`config.mk`:
```
export PLATFORM = sky130hd
export DESIGN_NAME = pcc_mul
export DESIGN_NICKNAME = d
export VERILOG_FILES = /design/src/rtl/pcc_mul.sv
export SDC_FILE = /design/constraint.sdc
export NUM_CORES = 1
export LEC_CHECK = 0
export ABC_AREA = 1
export BUFFER_PORTS_ARGS = -buffer_cell sky130_fd_sc_hd__buf_2
export CAP_MARGIN = 10
export CORE_UTILIZATION = 55
export CTS_CLUSTER_DIAMETER = 30
export DETAILED_ROUTE_END_ITERATION = 7
export PLACE_DENSITY_LB_ADDON = 0.08
export SYNTH_ARGS = -nofsm -noshare
export SYNTH_HDL_FRONTEND = slang
export SYNTH_SLANG_ARGS = --single-unit
```
`constraint.sdc`:
```
create_clock -name i_clk -period 4.2 [get_ports i_clk]
set_input_delay 0.21 -clock i_clk [delete_from_list [all_inputs] [get_ports i_clk]]
set_output_delay 0.21 -clock i_clk [all_outputs]
set_load 0.005 [all_outputs]
```
`src/rtl/pcc_mul.sv`:
```
// Bit-serial shift-add multiplier of unsigned operands, one bit of b a cycle.
// Depends on nothing.
module pcc_mul #(
    parameter int WIDTH = 64
) (
    input  logic               i_clk,
    input  logic               i_rst_n,
    input  logic               i_start,
    input  logic [WIDTH-1:0]   i_a,
    input  logic [WIDTH-1:0]   i_b,
    output logic               o_done,
    output logic [2*WIDTH-1:0] o_prod
);
    localparam int CW = $clog2(WIDTH + 1);

    logic               r_busy;
    logic [CW-1:0]      r_cnt;
    logic [2*WIDTH-1:0] r_acc;
    logic [2*WIDTH-1:0] r_ma;
    logic [WIDTH-1:0]   r_mb;

    always_ff @(posedge i_clk) begin
        if (!i_rst_n) begin
            r_busy <= 1'b0;
            r_cnt  <= '0;
        end else if (i_start) begin
            r_busy <= 1'b1;
            r_cnt  <= CW'(WIDTH);
        end else if (r_busy) begin
            if (r_cnt == '0) begin
                r_busy <= 1'b0;
            end else begin
                r_cnt <= r_cnt - 1'b1;
            end
        end
    end

    always_ff @(posedge i_clk) begin
        if (i_start) begin
            r_acc <= '0;
            r_ma  <= (2*WIDTH)'(i_a);
            r_mb  <= i_b;
        end else if (r_busy && r_cnt != '0) begin
            if (r_mb[0]) begin
                r_acc <= r_acc + r_ma;
            end
            r_ma <= r_ma << 1;
            r_mb <= r_mb >> 1;
        end
    end

    assign o_done = r_busy && (r_cnt == '0);
    assign o_prod = r_acc;
endmodule

```
# == After elaboration in Yosys (flattened, before gate mapping) ==
# Cells that the tools add are included.
# word_totals
ff_bits,328
input_bits,131
out_inout_bits,129
word_cells,32
# classes
addsub,2
eq_ne,1
n_mux,10
bitwise_logic,2
reduce_logical,10
# ops
cell,count
2-to-1 mux 64 bit,4
adder 128 bit,1
2-to-1 mux 7 bit,3
zero test 7 bit,1
nonzero test 7 bit,1
"subtractor 7 x 1 -> 7 bit, second input constant",1
AND reduction 2 bit,3
nonzero test 2 bit,2
2-to-1 mux 1 bit,3
logical AND 1 bit,2
"!= test 2 bit, second input constant",1
NOT 1 bit,2
OR reduction 2 bit,1

# == Logic depth before layout (Yosys ltp) ==
# logic_depth
depth_word,4
mapped_depth,19
mapped_depth_nobuf,19

# == Worst setup path before layout ==
# No wires, ideal clock.
# synth_path
kind,in2reg
startpoint,input port i_start
endpoint,"register r_ma[0], enable pin"
setup_ns,1.122
t_arrival_ns,3.246
setup_slack_ns,-0.168
path_stages,6
n_path_buf,4
cell_sequence,clkbuf_1 inv_1 clkbuf_1 clkbuf_1 buf_2 nand2_1
# synth_via
elab_chain_len,1
# synth_rtl
element,line_no,text
start: declaration,8,"input logic i_start,"
nonzero test 2 bit (no line),-,
end signal: assignment,41,r_ma <= (2*WIDTH)'(i_a);
end signal: assignment,47,r_ma <= r_ma << 1;
end: declaration,19,logic [2*WIDTH-1:0] r_ma;
# No other way between the ends.
# A chain may end at the register's enable or synchronous reset.

# == Final worst setup path ==
# layout_path
startpoint,register r_ma[0]
endpoint,register r_acc[94] (netlist: o_prod[94])
# layout_via
elab_chain_len,1
# layout_rtl
element,line_no,text
adder 128 bit,45,r_acc <= r_acc + r_ma;
end signal: assignment,45,
end: declaration,18,logic [2*WIDTH-1:0] r_acc;
# No other way between the ends.

==> qor.yml <==
run_status:
  status: "finished clean"
final_layout:
  fin_area_um2: 33000
  n_antenna_cell: 0
  final_layout_size_suffix_gt1_share_pct: 11.3
  syn_to_final_growth_pct: 23.4
  final_nets: 5196
  instances_no_fill: 5619
global_routing:
  grt_max_degree: 130
  antenna_found_initial: 0
  globalRouteOverflowTotal: 0
  grt_pass1_vias: 27400
  grt_pass1_wl_um: 158000
  track_usage_pct: 41.5
clock_tree:
  cts.path.max_buffers: 3
  tritoncts: "done"
  clock-sinks: 328
  cts_resized: 0
  clk_pin_slew_ps: 50
  root_buffer: "clkbuf_16"
  cts_buffers: 81
  clock_latency_ps: 640
  htreeDepth: 3
placement:
  dp_hpwl_um: 76300
  dp_cells: 5339
  postPlaceCellArea_um2: 28600
  port_buffers: 259
  place_ws_ps: 1160
  place_congestion: 1.10
setup_path:
  crit_path_end_kind: "flip-flop"
  worstPathArrival_ps: 3730
  cp-start-kind: "flip-flop"
  worst-setup-path-type: "reg2reg"
  crit_fanout: 5
  critPathRequiredTime_ps: 4720
synthesis:
  synth-edff-count: 128
  yosysWarnings: 0
  syn_inst: 4542
  synth_seq_cells: 328
  synth_ff_type: "dfxtp_1"
  async_reset_ff_share_pct: 0
  avgSynthCellArea_um2: 5.89
  syn_area_um2: 26700
  syn_nets: 4803
  synth_cell_type_count: 39
  ys_seq_area_share_pct: 29.3
sta:
  hold_viol: 0
  setup_viol: 0
  fin_crit_ps: 3200
  max_freq_mhz: 312
  max_slew.worst_pin.slew_ps: 930
  finalCritPeriodShare_pct: 76.3
  skew_ps: 41.2
  rsz0062_at_grt: "no"
  fin_setup_tns_ps: 0
  slew_viol_final: 0
  setup_ws_ps: 997
  slew_headroom_pct: 38.0
power:
  switchingPower_w: 0.00398
  power_frac_clock_pct: 53.6
  p_seq_share_pct: 29.0
  p_leak_nw: 18.8
  switching_share_pct: 29.9
  total_power_w: 0.0133
  p_int_w: 0.00932
  ir_drop_v: 0.000431
  p_per_area_nw_per_um2: 403
  power_frac_comb_pct: 17.4
floorplanning:
  num_rows: 80
  initial_core_util_pct: 55.9
  die-width_um: 223
  die_h_um: 223
  ios: 260
  core_um2: 47800
  die_area_um2: 49500
drt:
  drt_wl_total_um: 105000
  wl_per_cell_um: 18.6
  first_iter_violations: 3466
  first_pass_iters: 6
  vias_per_cell: 5.30
  ant_nets: 0
  drcViolationCount: 0
  vias: 29800
job:
  maxCapViolCount: 0
min_path:
  hold_path_class: "in2reg"
-- cell usage after synthesis (all sizes together) (2+ instances only) --
library cell,instances,share of area [%]
inv,962,13
nor2,435,6.6
clkinv,2,0.028
o211ai,7,0.20
and2,3,0.084
nor3b,2,0.056
ha,129,6.0
a21oi,110,2.1
edfxtp,128,14
xnor2,13,0.43
o21a,55,1.5
nand4,20,0.47
a31oi,8,0.19
o21bai,52,1.5
nand3,165,3.3
nor3,46,1.4
clkbuf,55,0.77
xor2,50,1.6
dfxtp,200,15
nand2,1914,27
buf,36,0.67
o21ai,146,2.7
-- critical path: stages, from the launching register on --
cell and delay, ps:
edfxtp_1 420, ha_1 270, fa_1 460, nand3_1 130, nand3_2 160, nand2_1 100
nand2_1 120, nand2_1 100, nand2_2 90, nand2_1 70, nand2_1 230, nand2_1 180
nand2_2 110, nand2_1 280, nand2_1 90, nand2_1 70, nand3_1 60, nand2_1 90
inv_1 30
-- flip-flops by register name (all words and copies together) (netlist names) --
signal  count
r_ma      128
r_mb       64
r_busy      1
o_prod    128
r_cnt       7
-- cells by family after synthesis --
group / count (synthesis) / synth area share (%)
compound gates: 381 / 8.28
xor+xnor: 63 / 2.06
fa+ha+maj: 130 / 6.11
buf+inv: 1055 / 15.0
flops: 328 / 29.3
simple gates: 2585 / 39.2
-- metrics by stage --
step	hold WS [ps]	util, %
global placement	443	59.8
floorplan	336	-
detailed placement	479	59.8
CTS	11.9	69.0
global route	63.1	69.0
finish	67.7	69.0
-- cell type report --
| type | instances | area [µm²] |
|---|---|---|
| multi-input combinational | 3159 | 14900 |
| clock buffer | 96 | 2190 |
| fill | 4277 | 14800 |
| timing repair buffer | 401 | 2720 |
| clock inverter | 56 | 928 |
| tap | 615 | 769 |
| sequential | 328 | 7850 |
| inverter | 964 | 3630 |
-- power groups by stage --
stage,Sequential [W],Clock [W],Combinational [W]
2_1_floorplan,0.00385,0,0.00142
6_report,0.00386,0.00712,0.00232
4_1_cts,0.00384,0.00712,0.00222
5_1_grt,0.00388,0.00731,0.00253
3_3_place_gp,0.00388,0,0.00209
3_5_place_dp,0.00389,0,0.00211
-- layout by cell type (no fill, tap or decap), drive strengths merged, types with 18 or more instances in the layout --
master / count
o21a: 55
clkinv: 22
dfxtp: 200
inv: 967
a21oi: 110
nor2: 435
o21bai: 52
dlygate4sd3: 128
nand4: 20
bufinv: 18
xor2: 50
nor3: 46
buf: 273
nand3: 165
nand2: 1914
edfxtp: 128
o21ai: 146
clkbuf: 96
ha: 129
-- repair_timing --
item | CTS | global route
endpoints found under the hold margin | 134 | 0
buffers inserted | 0 | 0
hold buffers | 128 | 0
-- path summary, 6_finish.rpt --
kind,end,slack [ps],startpoint,depth (start not counted)
setup / recovery,o_prod[94],1000,r_ma[0],18
hold / removal,r_ma[43],70,i_a[43],3
setup reg to reg,o_prod[94],1000,r_ma[0],18
hold reg to reg,r_cnt[0],490,r_cnt[0],2
-- per-layer routing --
metal | up-vias | global-route usage (%) | wire [µm]
met5 | - | 0 | 0
met4 | 0 | 14.5 | 3520
met3 | 210 | 9.26 | 12200
met2 | 1600 | 62.1 | 43800
met1 | 13500 | 58.6 | 45100
li1 | 14500 | - | -
Power figures use the tool's default switching activity.
